--- src/hdl/rpn_packet_filter_evaluator_defines.svh ---
// Assertion macros for the postfix packet filter evaluator.
// Included by the RTL files that carry concurrent checks; no other dependencies.
`ifndef RPN_PACKET_FILTER_EVALUATOR_DEFINES_SVH
`define RPN_PACKET_FILTER_EVALUATOR_DEFINES_SVH
`ifndef NO_ASSERTIONS
`define RPF_ASSERT_IMPLY(label, clk, rst_n, cond, prop, msg) \
    label: assert property (@(posedge clk) disable iff (!(rst_n)) (cond) |-> (prop)) \
        else $error(msg);
`define RPF_ASSERT_NEXT(label, clk, rst_n, cond, prop, msg) \
    label: assert property (@(posedge clk) disable iff (!(rst_n)) (cond) |=> (prop)) \
        else $error(msg);
`else
`define RPF_ASSERT_IMPLY(label, clk, rst_n, cond, prop, msg)
`define RPF_ASSERT_NEXT(label, clk, rst_n, cond, prop, msg)
`endif
`endif

--- src/hdl/rpf_pkg.sv ---
// Shared types and constants for the postfix packet filter evaluator.
// No dependencies; used by every module of the block except rpf_ram.
`timescale 1ns / 1ps
package rpf_pkg;

    localparam int VALUE_W         = 48;
    localparam int STACK_DEPTH_DEF = 16;
    localparam int QUEUE_DEPTH     = 4;

    // token codes
    localparam logic [4:0] OP_PUSH     = 5'd0;
    localparam logic [4:0] OP_ADD      = 5'd1;
    localparam logic [4:0] OP_MUL      = 5'd2;
    localparam logic [4:0] OP_SUB      = 5'd3;
    localparam logic [4:0] OP_MOD      = 5'd4;
    localparam logic [4:0] OP_DIV      = 5'd5;
    localparam logic [4:0] OP_EQ       = 5'd6;
    localparam logic [4:0] OP_AND      = 5'd7;
    localparam logic [4:0] OP_OR       = 5'd8;
    localparam logic [4:0] OP_NOT      = 5'd9;
    localparam logic [4:0] OP_IS_IP    = 5'd10;
    localparam logic [4:0] OP_IS_ARP   = 5'd11;
    localparam logic [4:0] OP_IS_UDP   = 5'd12;
    localparam logic [4:0] OP_IS_TCP   = 5'd13;
    localparam logic [4:0] OP_IS_ICMP  = 5'd14;
    localparam logic [4:0] OP_MAC_DST  = 5'd15;
    localparam logic [4:0] OP_MAC_SRC  = 5'd16;
    localparam logic [4:0] OP_ETYPE    = 5'd17;
    localparam logic [4:0] OP_IP_DST   = 5'd18;
    localparam logic [4:0] OP_IP_SRC   = 5'd19;
    localparam logic [4:0] OP_IP_PROTO = 5'd20;
    localparam logic [4:0] OP_UDP_DST  = 5'd21;
    localparam logic [4:0] OP_UDP_SRC  = 5'd22;
    localparam logic [4:0] OP_TCP_DST  = 5'd23;
    localparam logic [4:0] OP_TCP_SRC  = 5'd24;
    localparam logic [4:0] OP_ICMP_TYP = 5'd25;

    localparam logic [15:0] ETH_IP     = 16'h0800;
    localparam logic [15:0] ETH_ARP    = 16'h0806;
    localparam logic [7:0]  PROTO_ICMP = 8'd1;
    localparam logic [7:0]  PROTO_TCP  = 8'd6;
    localparam logic [7:0]  PROTO_UDP  = 8'd17;

    // result status codes
    localparam logic [2:0] ST_OK       = 3'd0;
    localparam logic [2:0] ST_UNDER    = 3'd1;
    localparam logic [2:0] ST_DIVZERO  = 3'd2;
    localparam logic [2:0] ST_UNKNOWN  = 3'd3;
    localparam logic [2:0] ST_LEFTOVER = 3'd4;
    localparam logic [2:0] ST_OVER     = 3'd5;

    // token classes handed from front to back
    localparam logic [1:0] K_PUSH = 2'd0;
    localparam logic [1:0] K_BIN  = 2'd1;
    localparam logic [1:0] K_NOT  = 2'd2;
    localparam logic [1:0] K_BAD  = 2'd3;

    typedef struct packed {
        logic [1:0]         kind;
        logic [4:0]         op;
        logic [VALUE_W-1:0] value;
        logic               last;
    } t_token;

endpackage

--- src/hdl/rpf_ram.sv ---
// Generic single-write, single-read RAM with registered read data.
// No dependencies.
`timescale 1ns / 1ps
module rpf_ram #(
    parameter int WIDTH = 8,
    parameter int DEPTH = 16
) (
    input  logic                     i_clk,
    input  logic                     i_we,
    input  logic [$clog2(DEPTH)-1:0] i_waddr,
    input  logic [WIDTH-1:0]         i_wdata,
    input  logic [$clog2(DEPTH)-1:0] i_raddr,
    output logic [WIDTH-1:0]         o_rdata
);

    logic [WIDTH-1:0] r_mem [DEPTH];
    logic [WIDTH-1:0] r_rdata;

    always_ff @(posedge i_clk) begin
        if (i_we) begin
            r_mem[i_waddr] <= i_wdata;
        end
        r_rdata <= r_mem[i_raddr];
    end

    assign o_rdata = r_rdata;

endmodule

--- src/hdl/rpf_front.sv ---
// Front end: token acceptance and classification, header field fetches.
// Depends on rpf_pkg for token codes and the t_token type.
`timescale 1ns / 1ps
module rpf_front (
    input  logic                        start,
    input  logic                        i_full,
    input  logic [4:0]                  i_opcode,
    input  logic [rpf_pkg::VALUE_W-1:0] i_literal,
    input  logic [15:0]                 i_ether_type,
    input  logic [7:0]                  i_ip_proto,
    input  logic [31:0]                 i_ip_src,
    input  logic [31:0]                 i_ip_dst,
    input  logic [15:0]                 i_l4_word0,
    input  logic [15:0]                 i_l4_word1,
    input  logic [47:0]                 i_mac_dst,
    input  logic [47:0]                 i_mac_src,
    input  logic                        i_last_token,
    output logic                        o_busy,
    output logic                        o_push,
    output rpf_pkg::t_token             o_tok
);

    logic is_ip;
    logic is_udp;
    logic is_tcp;
    logic is_icmp;

    assign is_ip   = (i_ether_type == rpf_pkg::ETH_IP);
    assign is_udp  = is_ip && (i_ip_proto == rpf_pkg::PROTO_UDP);
    assign is_tcp  = is_ip && (i_ip_proto == rpf_pkg::PROTO_TCP);
    assign is_icmp = is_ip && (i_ip_proto == rpf_pkg::PROTO_ICMP);

    assign o_busy = i_full;
    assign o_push = start && !i_full;

    always_comb begin
        o_tok.kind  = rpf_pkg::K_PUSH;
        o_tok.op    = i_opcode;
        o_tok.value = '0;
        o_tok.last  = i_last_token;
        unique case (i_opcode) inside
            rpf_pkg::OP_PUSH:     o_tok.value = i_literal;
            [rpf_pkg::OP_ADD:rpf_pkg::OP_OR]: o_tok.kind = rpf_pkg::K_BIN;
            rpf_pkg::OP_NOT:      o_tok.kind = rpf_pkg::K_NOT;
            rpf_pkg::OP_IS_IP:    o_tok.value = {47'd0, is_ip};
            rpf_pkg::OP_IS_ARP:   o_tok.value = {47'd0, i_ether_type == rpf_pkg::ETH_ARP};
            rpf_pkg::OP_IS_UDP:   o_tok.value = {47'd0, is_udp};
            rpf_pkg::OP_IS_TCP:   o_tok.value = {47'd0, is_tcp};
            rpf_pkg::OP_IS_ICMP:  o_tok.value = {47'd0, is_icmp};
            rpf_pkg::OP_MAC_DST:  o_tok.value = i_mac_dst;
            rpf_pkg::OP_MAC_SRC:  o_tok.value = i_mac_src;
            rpf_pkg::OP_ETYPE:
                o_tok.value = {32'd0, is_ip ? rpf_pkg::ETH_IP : rpf_pkg::ETH_ARP};
            rpf_pkg::OP_IP_DST:   o_tok.value = is_ip ? {16'd0, i_ip_dst} : '0;
            rpf_pkg::OP_IP_SRC:   o_tok.value = is_ip ? {16'd0, i_ip_src} : '0;
            rpf_pkg::OP_IP_PROTO: o_tok.value = is_ip ? {40'd0, i_ip_proto} : '0;
            rpf_pkg::OP_UDP_DST:  o_tok.value = is_udp ? {32'd0, i_l4_word1} : '0;
            rpf_pkg::OP_UDP_SRC:  o_tok.value = is_udp ? {32'd0, i_l4_word0} : '0;
            rpf_pkg::OP_TCP_DST:  o_tok.value = is_tcp ? {32'd0, i_l4_word1} : '0;
            rpf_pkg::OP_TCP_SRC:  o_tok.value = is_tcp ? {32'd0, i_l4_word0} : '0;
            // ICMP type is the high byte of the first L4 word
            rpf_pkg::OP_ICMP_TYP:
                o_tok.value = is_icmp ? {40'd0, i_l4_word0[15:8]} : '1;
            default:              o_tok.kind = rpf_pkg::K_BAD;
        endcase
    end

endmodule

--- src/hdl/rpf_queue.sv ---
// Short token queue between the front end and the execution back end.
// Depends on rpf_pkg for the t_token type and the queue depth.
`timescale 1ns / 1ps
module rpf_queue (
    input  logic            i_clk,
    input  logic            i_rst_n,
    input  logic            i_push,
    input  rpf_pkg::t_token i_tok,
    input  logic            i_pop,
    output logic            o_valid,
    output logic            o_full,
    output rpf_pkg::t_token o_tok
);

    localparam int PW = $clog2(rpf_pkg::QUEUE_DEPTH);

    rpf_pkg::t_token r_mem [rpf_pkg::QUEUE_DEPTH];
    logic [PW-1:0]   r_wp;
    logic [PW-1:0]   n_wp;
    logic [PW-1:0]   r_rp;
    logic [PW-1:0]   n_rp;
    logic [PW:0]     r_cnt;
    logic [PW:0]     n_cnt;
    logic            do_pop;

    assign o_valid = (r_cnt != '0);
    assign o_full  = (r_cnt == (PW+1)'(rpf_pkg::QUEUE_DEPTH));
    assign o_tok   = r_mem[r_rp];
    assign do_pop  = i_pop && o_valid;

    always_comb begin
        n_wp  = i_push ? PW'(r_wp + 1'b1) : r_wp;
        n_rp  = do_pop ? PW'(r_rp + 1'b1) : r_rp;
        n_cnt = r_cnt;
        if (i_push && !do_pop) begin
            n_cnt = r_cnt + 1'b1;
        end else if (!i_push && do_pop) begin
            n_cnt = r_cnt - 1'b1;
        end
    end

    always_ff @(posedge i_clk) begin
        if (!i_rst_n) begin
            r_wp  <= '0;
            r_rp  <= '0;
            r_cnt <= '0;
        end else begin
            r_wp  <= n_wp;
            r_rp  <= n_rp;
            r_cnt <= n_cnt;
        end
    end

    always_ff @(posedge i_clk) begin
        if (i_push) begin
            r_mem[r_wp] <= i_tok;
        end
    end

endmodule

--- src/hdl/rpf_back.sv ---
// Back end: operand stack, ALU (16-bit arithmetic, full-width eq/and/or), iterative divider and result report.
// Depends on rpf_pkg, rpf_ram and the assertion macro header.
`timescale 1ns / 1ps
`include "rpn_packet_filter_evaluator_defines.svh"
module rpf_back #(
    parameter int STACK_DEPTH = rpf_pkg::STACK_DEPTH_DEF
) (
    input  logic            i_clk,
    input  logic            i_rst_n,
    input  logic            i_tok_valid,
    input  rpf_pkg::t_token i_tok,
    output logic            o_pop,
    output logic            o_done,
    output logic            o_match,
    output logic [2:0]      o_status
);

    localparam int DW = $clog2(STACK_DEPTH + 1);
    localparam int AW = $clog2(STACK_DEPTH);
    localparam int VW = rpf_pkg::VALUE_W;

    localparam logic [1:0] S_RUN  = 2'd0;
    localparam logic [1:0] S_DIV  = 2'd1;
    localparam logic [1:0] S_FILL = 2'd2;
    localparam logic [1:0] S_END  = 2'd3;

    logic [1:0]    r_state, n_state;
    logic [DW-1:0] r_depth, n_depth;
    logic [2:0]    r_err, n_err;
    logic          r_last, n_last;
    // top two stack entries live in registers, the rest spill to RAM
    logic [VW-1:0] r_tos, n_tos;
    logic [VW-1:0] r_nos, n_nos;
    logic [15:0]   r_rem, n_rem;
    logic [15:0]   r_quo, n_quo;
    logic [15:0]   r_dvsr, n_dvsr;
    logic [3:0]    r_cnt, n_cnt;
    logic          r_is_mod, n_is_mod;
    logic          r_done, n_done;
    logic          r_match, n_match;
    logic [2:0]    r_status, n_status;

    logic [DW-1:0] depth_m2;
    logic [DW-1:0] depth_m3;
    logic          ram_we;
    logic [VW-1:0] ram_rdata;
    logic [15:0]   a16;
    logic [15:0]   b16;
    logic [15:0]   sum16;
    logic [15:0]   dif16;
    logic [15:0]   prod;
    logic [VW-1:0] alu;
    logic [16:0]   shifted;
    logic [16:0]   trial;
    logic          q_bit;
    logic [15:0]   rem_step;
    logic [15:0]   quo_step;

    assign depth_m2 = r_depth - DW'(2);
    assign depth_m3 = r_depth - DW'(3);

    rpf_ram #(
        .WIDTH (VW),
        .DEPTH (STACK_DEPTH)
    ) u_stack_ram (
        .i_clk   (i_clk),
        .i_we    (ram_we),
        .i_waddr (depth_m2[AW-1:0]),
        .i_wdata (r_nos),
        .i_raddr (depth_m3[AW-1:0]),
        .o_rdata (ram_rdata)
    );

    // a is the top value, b the one below it
    assign a16   = r_tos[15:0];
    assign b16   = r_nos[15:0];
    assign sum16 = a16 + b16;
    assign dif16 = a16 - b16;
    assign prod  = a16 * b16;

    always_comb begin
        case (i_tok.op)
            rpf_pkg::OP_ADD: alu = {32'd0, sum16};
            rpf_pkg::OP_MUL: alu = {32'd0, prod};
            rpf_pkg::OP_SUB: alu = {32'd0, dif16};
            rpf_pkg::OP_EQ:  alu = {47'd0, r_tos == r_nos};
            rpf_pkg::OP_AND: alu = r_tos & r_nos;
            rpf_pkg::OP_OR:  alu = r_tos | r_nos;
            default:         alu = '0;
        endcase
    end

    // one restoring division step per cycle
    assign shifted  = {r_rem, r_quo[15]};
    assign trial    = shifted - {1'b0, r_dvsr};
    assign q_bit    = !trial[16];
    assign rem_step = q_bit ? trial[15:0] : shifted[15:0];
    assign quo_step = {r_quo[14:0], q_bit};

    always_comb begin
        n_state  = r_state;
        n_depth  = r_depth;
        n_err    = r_err;
        n_last   = r_last;
        n_tos    = r_tos;
        n_nos    = r_nos;
        n_rem    = r_rem;
        n_quo    = r_quo;
        n_dvsr   = r_dvsr;
        n_cnt    = r_cnt;
        n_is_mod = r_is_mod;
        n_done   = 1'b0;
        n_match  = r_match;
        n_status = r_status;
        ram_we   = 1'b0;
        o_pop    = 1'b0;
        unique case (r_state)
            S_RUN: begin
                if (i_tok_valid) begin
                    o_pop   = 1'b1;
                    n_last  = i_tok.last;
                    n_state = i_tok.last ? S_END : S_RUN;
                    // after an error, drop tokens until the last one
                    if (r_err == rpf_pkg::ST_OK) begin
                        unique case (i_tok.kind)
                            rpf_pkg::K_PUSH: begin
                                if (r_depth == DW'(STACK_DEPTH)) begin
                                    n_err = rpf_pkg::ST_OVER;
                                end else begin
                                    ram_we  = (r_depth >= DW'(2));
                                    n_nos   = r_tos;
                                    n_tos   = i_tok.value;
                                    n_depth = r_depth + 1'b1;
                                end
                            end
                            rpf_pkg::K_NOT: begin
                                if (r_depth == '0) begin
                                    n_err = rpf_pkg::ST_UNDER;
                                end else begin
                                    n_tos = {47'd0, r_tos == '0};
                                end
                            end
                            rpf_pkg::K_BIN: begin
                                if (r_depth < DW'(2)) begin
                                    n_err = rpf_pkg::ST_UNDER;
                                end else if (i_tok.op == rpf_pkg::OP_MOD ||
                                             i_tok.op == rpf_pkg::OP_DIV) begin
                                    if (b16 == '0) begin
                                        n_err = rpf_pkg::ST_DIVZERO;
                                    end else begin
                                        n_rem    = '0;
                                        n_quo    = a16;
                                        n_dvsr   = b16;
                                        n_cnt    = '0;
                                        n_is_mod = (i_tok.op == rpf_pkg::OP_MOD);
                                        n_state  = S_DIV;
                                    end
                                end else begin
                                    n_tos   = alu;
                                    n_depth = r_depth - 1'b1;
                                    // refill the second entry from RAM
                                    if (r_depth >= DW'(3)) begin
                                        n_state = S_FILL;
                                    end
                                end
                            end
                            default: n_err = rpf_pkg::ST_UNKNOWN;
                        endcase
                    end
                end
            end
            S_DIV: begin
                n_rem = rem_step;
                n_quo = quo_step;
                n_cnt = r_cnt + 1'b1;
                if (r_cnt == 4'd15) begin
                    n_tos   = {32'd0, r_is_mod ? rem_step : quo_step};
                    n_depth = r_depth - 1'b1;
                    if (r_depth >= DW'(3)) begin
                        n_state = S_FILL;
                    end else begin
                        n_state = r_last ? S_END : S_RUN;
                    end
                end
            end
            S_FILL: begin
                n_nos   = ram_rdata;
                n_state = r_last ? S_END : S_RUN;
            end
            S_END: begin
                n_done  = 1'b1;
                n_match = (r_err == rpf_pkg::ST_OK) && (r_depth == DW'(1)) &&
                          (r_tos == VW'(1));
                if (r_err != rpf_pkg::ST_OK) begin
                    n_status = r_err;
                end else if (r_depth > DW'(1)) begin
                    n_status = rpf_pkg::ST_LEFTOVER;
                end else begin
                    n_status = rpf_pkg::ST_OK;
                end
                n_depth = '0;
                n_err   = rpf_pkg::ST_OK;
                n_state = S_RUN;
            end
            default: n_state = S_RUN;
        endcase
    end

    always_ff @(posedge i_clk) begin
        if (!i_rst_n) begin
            r_state <= S_RUN;
            r_depth <= '0;
            r_err   <= rpf_pkg::ST_OK;
            r_done  <= 1'b0;
        end else begin
            r_state <= n_state;
            r_depth <= n_depth;
            r_err   <= n_err;
            r_done  <= n_done;
        end
    end

    always_ff @(posedge i_clk) begin
        r_last   <= n_last;
        r_tos    <= n_tos;
        r_nos    <= n_nos;
        r_rem    <= n_rem;
        r_quo    <= n_quo;
        r_dvsr   <= n_dvsr;
        r_cnt    <= n_cnt;
        r_is_mod <= n_is_mod;
        r_match  <= n_match;
        r_status <= n_status;
    end

    assign o_done   = r_done;
    assign o_match  = r_match;
    assign o_status = r_status;

    `RPF_ASSERT_NEXT(a_done_single, i_clk, i_rst_n, o_done, !o_done, "result strobe held over two cycles")
    `RPF_ASSERT_IMPLY(a_match_ok, i_clk, i_rst_n, o_done && o_match, o_status == rpf_pkg::ST_OK, "match reported with error status")
    `RPF_ASSERT_IMPLY(a_div_nonzero, i_clk, i_rst_n, r_state == S_DIV, r_dvsr != '0, "divider running on zero divisor")
    `RPF_ASSERT_NEXT(a_end_clear, i_clk, i_rst_n, r_state == S_END, r_depth == '0 && r_err == rpf_pkg::ST_OK, "stack not cleared after result")

endmodule

--- src/hdl/rpn_packet_filter_evaluator.sv ---
// Timing: the last token puts the back end in its end state, which registers the result strobe;
// a binary op on a stack deeper than two entries first passes the refill state, which reloads
// the second entry from RAM, and a div or mod first runs the divider (one quotient bit a cycle).
// Throughput: one token per cycle into a four-entry queue, held off by busy while the queue is full.
// Reset: synchronous active-low i_rst_n empties the queue and the stack and clears the error.
// Results cannot be stalled by the receiver: o_done marks a result for exactly one cycle.
`timescale 1ns / 1ps
module rpn_packet_filter_evaluator #(
    parameter int STACK_DEPTH = rpf_pkg::STACK_DEPTH_DEF
) (
    input  logic        i_clk,
    input  logic        i_rst_n,
    input  logic        start,
    output logic        busy,
    input  logic [4:0]  i_opcode,
    input  logic [47:0] i_literal,
    input  logic [15:0] i_ether_type,
    input  logic [7:0]  i_ip_proto,
    input  logic [31:0] i_ip_src,
    input  logic [31:0] i_ip_dst,
    input  logic [15:0] i_l4_word0,
    input  logic [15:0] i_l4_word1,
    input  logic [47:0] i_mac_dst,
    input  logic [47:0] i_mac_src,
    input  logic        i_last_token,
    output logic        o_done,
    output logic        o_match,
    output logic [2:0]  o_status
);

    logic            q_full;
    logic            q_push;
    logic            q_valid;
    logic            q_pop;
    rpf_pkg::t_token f_tok;
    rpf_pkg::t_token q_tok;

    rpf_front u_front (
        .start        (start),
        .i_full       (q_full),
        .i_opcode     (i_opcode),
        .i_literal    (i_literal),
        .i_ether_type (i_ether_type),
        .i_ip_proto   (i_ip_proto),
        .i_ip_src     (i_ip_src),
        .i_ip_dst     (i_ip_dst),
        .i_l4_word0   (i_l4_word0),
        .i_l4_word1   (i_l4_word1),
        .i_mac_dst    (i_mac_dst),
        .i_mac_src    (i_mac_src),
        .i_last_token (i_last_token),
        .o_busy       (busy),
        .o_push       (q_push),
        .o_tok        (f_tok)
    );

    rpf_queue u_queue (
        .i_clk   (i_clk),
        .i_rst_n (i_rst_n),
        .i_push  (q_push),
        .i_tok   (f_tok),
        .i_pop   (q_pop),
        .o_valid (q_valid),
        .o_full  (q_full),
        .o_tok   (q_tok)
    );

    rpf_back #(
        .STACK_DEPTH (STACK_DEPTH)
    ) u_back (
        .i_clk       (i_clk),
        .i_rst_n     (i_rst_n),
        .i_tok_valid (q_valid),
        .i_tok       (q_tok),
        .o_pop       (q_pop),
        .o_done      (o_done),
        .o_match     (o_match),
        .o_status    (o_status)
    );

endmodule

--- config.mk ---
export PLATFORM = sky130hd
export DESIGN_NAME = rpn_packet_filter_evaluator
export DESIGN_NICKNAME = d
export VERILOG_FILES = /design/src/hdl/rpf_pkg.sv /design/src/hdl/rpf_ram.sv /design/src/hdl/rpf_front.sv /design/src/hdl/rpf_queue.sv /design/src/hdl/rpf_back.sv /design/src/hdl/rpn_packet_filter_evaluator.sv
export VERILOG_INCLUDE_DIRS = /design/src /design/src/hdl
export SDC_FILE = /design/constraint.sdc
export NUM_CORES = 2
export LEC_CHECK = 0
export BUFFER_PORTS_ARGS = -buffer_cell sky130_fd_sc_hd__buf_2
export CORE_UTILIZATION = 40
export CTS_CLUSTER_SIZE = 20
export DETAILED_ROUTE_END_ITERATION = 8
export SLEW_MARGIN = 30
export SYNTH_ARGS = -nofsm -noshare
export SYNTH_HDL_FRONTEND = slang
export SYNTH_SLANG_ARGS = --single-unit
--- constraint.sdc ---
create_clock -name i_clk -period 13.25 [get_ports i_clk]
set_clock_uncertainty 0.1 [all_clocks]
set_input_delay 1.325 -clock i_clk [delete_from_list [all_inputs] [get_ports i_clk]]
set_output_delay 1.325 -clock i_clk [all_outputs]
set_load 0.005 [all_outputs]
==> key figures <==
Global routing
  – Met2 usage: between 30% and 40%
  – First-pass GRT wire length: ~230000 microns
  – Maximum number of pins on one net before global-route repair: 98
  – Number of global-route vias before repair: between 30000 and 40000
  – GRT met1 Usage: a little under a third
  – GRT Max-Usage Layer: met2
  – Overall overflow remaining after global route: 0
  – Initial antenna violation count: 4
  – Gr usage total: 22.1%
  – Met3 Use GR: between 3 and 4%

Synthesis
  – Post-synthesis average cell area: 16.2 sq um
  – Synthesized cell area: roughly 55000 sq um
  – Async set-reset flop share out of synthesis: 0%
  – Post-synth net total: 3990
  – Portion of the post-synthesis area used by sequential elements: 64.5%
  – Post-synth top flop: edfxtp_1
  – List of most frequent post-synthesis cells: edfxtp_1 (1146), mux4_2 (296), nand2_1 (256)
  – Synthesized netlist cell count: ~3400
  – Library cell with the highest instance count after synthesis: edfxtp_1
  – Top cell type's share of synthesized area: ~62%
  – Top post-synthesis cells by area: edfxtp_1 (62%), mux4_2 (12%), ha_1 (4.6%), fa_1 (3.0%), dfxtp_1 (2.5%)
  – Synth Warn #: 0
  – Number of synthesized register bits: 1214
  – Yosys cell types: 77
  – Number of synthesized flops with an enable pin: around 1100
  – Post-synthesis cell type with the largest combined area: edfxtp_1

Critical path
  – CP endpoint kind: flop
  – Req. time, crit path: around 14 ns
  – Launch instance of the worst register-to-register path: u_back.r_nos[6]
  – Worst setup path startpoint: u_back.r_nos[6]
  – Crit path DAT: between 7 and 8 ns
  – Type of the worst setup path: flop to flop
  – Slowest cell on the critical path: edfxtp_1
  – Ordered list of cells on the worst path: clkinv_1 > nor2_1 > fa_1 > inv_1 > fa_1 > fa_1 > fa_1 > inv_1 > fa_1 > inv_1 > fa_1 > inv_1 > ha_1 > a21o_1 > a21oi_1 > o21ai_0 > xor2_1 > a221oi_1 > o21ai_0 > a221oi_1 > a211oi_1
  – Element type at the critical path start: flop
  – Critical path's most frequent cell: fa_1
  – Count of buffering cells on the critical path with inverters included: 5
  – Max FO, Critical Path: 25
  – Kind of cell with the highest combined delay on the critical path: adder cells
  – Largest stage delay on the critical path: a little under 0.9 ns

Timing
  – Unrepaired setup endpoints after global routing: no
  – Summed negative setup slack over all endpoints: 0 ns
  – Max-slew violations: 0
  – Max Fclk: about 140 MHz
  – Relative slew slack: about a third
  – Worst-Margin Slew: 1.03 ns
  – Final setup violation count: 0
  – Final worst setup slack: between 6 and 7 ns
  – Final hold viol count: 0
  – Share of the cycle needed by the critical path after routing: 52.3%
  – Clock period minus worst slack: 6.93 ns

CTS
  – Buffer count from post-CTS setup fixing: 0
  – Sink count of the clock tree: roughly 1200
  – Buffers from clock root to sink, at most: 3
  – Cell at the root of the clock tree: clkbuf_16
  – Clock insertion delay at the later pin of the skew report: 0.75 ns
  – H-tree levels: 4
  – Cts hold-fix bufs: 0
  – Resized Gates After CTS: 0
  – CTS tree: built
  – Clock-pin slew on the worst setup and hold paths: ~0.07 ns
  – Number of CTS-inserted buffers: 131

Place
  – Post-Place Cell Area: around 59000 sq um
  – Setup WS pre-CTS: approximately 6.4 ns
  – Number of port buffers: 278
  – Half-perimeter wire length after placement: 98600 microns
  – Placer Congestion: between 0.9 and 1

Floorplanning
  – Site row count: 136
  – Die outline width: about 370 microns
  – Die span in y: between 300 and 400 microns
  – Initial Util: between 40% and 50%
  – Area inside the core boundary: 137000 sq um
  – Floorplan die area: 140000 sq um
  – Number of primary I/O pins: roughly 280

Drt
  – Iteration-0 DRC Markers: 3589
  – Remaining number of nets flagged by the antenna check after routing: 0
  – Via density per instance: about 5.8
  – Post-route DRC: 0
  – Final routed wirelength across all metal layers: 155000 microns
  – Number of iterations in the first detailed-routing pass: 9
  – Routed WL per cell: roughly 27 microns
  – Vias after detailed routing: 32500

Job
  – Maxcap violations: 0

Cells and area
  – Net count of the finished layout: about 4300
  – Finished Cell Area: ~64000 sq um
  – Layout overhead on the synthesized area: 15.1%
  – Layout cell share with drive strength beyond 1: between 20% and 30%

Outcome
  – Status: completed

Min path
  – Min-delay worst type: flop to flop
  – Beginning of the worst hold path: u_back.r_err[2]
-- worst reg2reg max path: stages (launching register included) --
cell	delay, ns
edfxtp_1	0.88
clkinv_1	0.51
nor2_1	0.24
fa_1	0.43
inv_1	0.10
fa_1	0.45
fa_1	0.50
fa_1	0.56
inv_1	0.05
fa_1	0.48
inv_1	0.05
fa_1	0.48
inv_1	0.04
ha_1	0.32
a21o_1	0.21
a21oi_1	0.13
o21ai_0	0.15
xor2_1	0.19
a221oi_1	0.26
o21ai_0	0.12
a221oi_1	0.33
a211oi_1	0.08
-- worst paths after layout --
path | endpoint | slack (ns) | depth (start not counted)
setup reg to reg | u_back.r_tos[13] | 6.32 | 21
hold / removal | u_back.r_err[2] | 0.39 | 2
setup / recovery | u_back.r_tos[13] | 6.32 | 21
hold reg to reg | u_back.r_err[2] | 0.39 | 2
-- placed cells by master, fill, tap and decap left out, types with 10 or more instances in the layout --
cell,synthesis,final
edfxtp_1,1146,1146
a22oi_1,62,62
a21o_1,15,15
xnor2_1,67,65
o211ai_1,32,32
fa_1,83,83
nand3_1,18,18
buf_4,2,65
and2_1,18,14
nand2b_1,17,15
nor2_4,1,20
mux2i_1,21,21
clkbuf_16,0,134
nor2b_1,14,14
xor2_1,22,22
nor2_1,169,149
dfxtp_1,68,65
a21oi_1,56,56
clkbuf_8,0,15
mux4_2,296,296
a221oi_1,25,25
a222oi_1,48,48
o21ai_0,142,139
bufinv_16,0,15
nand2_1,256,256
nor4_1,28,26
ha_1,203,200
buf_2,9,278
a31oi_1,10,10
nand4_1,11,11
o21a_1,11,11
nor3_1,25,23
clkinv_1,10,29
clkinv_2,0,15
clkbuf_1,134,23
a211oi_1,12,11
inv_1,242,242
-- registers in the layout, summed over array words and instances, names as in the netlist, 3 cells and up, named ones only --
signal and count:
u_back.r_rem 16, u_back.u_stack_ram.o_rdata 48, u_back.r_cnt 4, u_back.r_dvsr 16, u_back.r_quo 16, u_queue.r_mem 224, u_back.r_depth 5, u_queue.r_cnt 3
u_back.o_status 3, u_back.u_stack_ram.r_mem 768, u_back.r_tos 48, u_back.r_err 3, u_back.r_nos 48
-- logic make-up after synthesis --
group	share of synthesized area, %
muxes	12.4
adders and majority gates	7.58
AOI/OAI and AO/OA	6.27
buffers and inverters	2.95
and+or+nand+nor	4.83
DFF	64.5
xor gates and xnor gates	1.41
-- metrics by stage --
step / hold WS (ns) / util [%] / instances
3_5_place_dp: 0.372 / 43.1 / 5396
6_report: 0.385 / 46.4 / 5642
2_1_floorplan: 0.346 / - / 3431
5_1_grt: 0.412 / 46.4 / 5641
3_3_place_gp: 0.367 / 43.1 / 5394
4_1_cts: 0.379 / 46.4 / 5637
-- layer usage --
metal  part of all wire [%]  wire (microns)
met1                     43           66100
met2                     47           72500
met4                    3.3            5180
met5                  0.017              27
met3                    7.1           11000
-- area by class of cell --
class	instances	area (sq um)
Antenna cell	1	2.50
Clock buffer	172	3650
Multi-Input combinational cell	1787	18300
Sequential cell	1214	35800
Timing Repair Buffer	351	2030
Fill cell	11900	73700
Clock inverter	69	820
Inverter	254	953
Tap cell	1794	2240
Power is left out: the tool's default activity adds up to more than one toggle a clock period on the data nets, which glitch-free logic cannot reach.
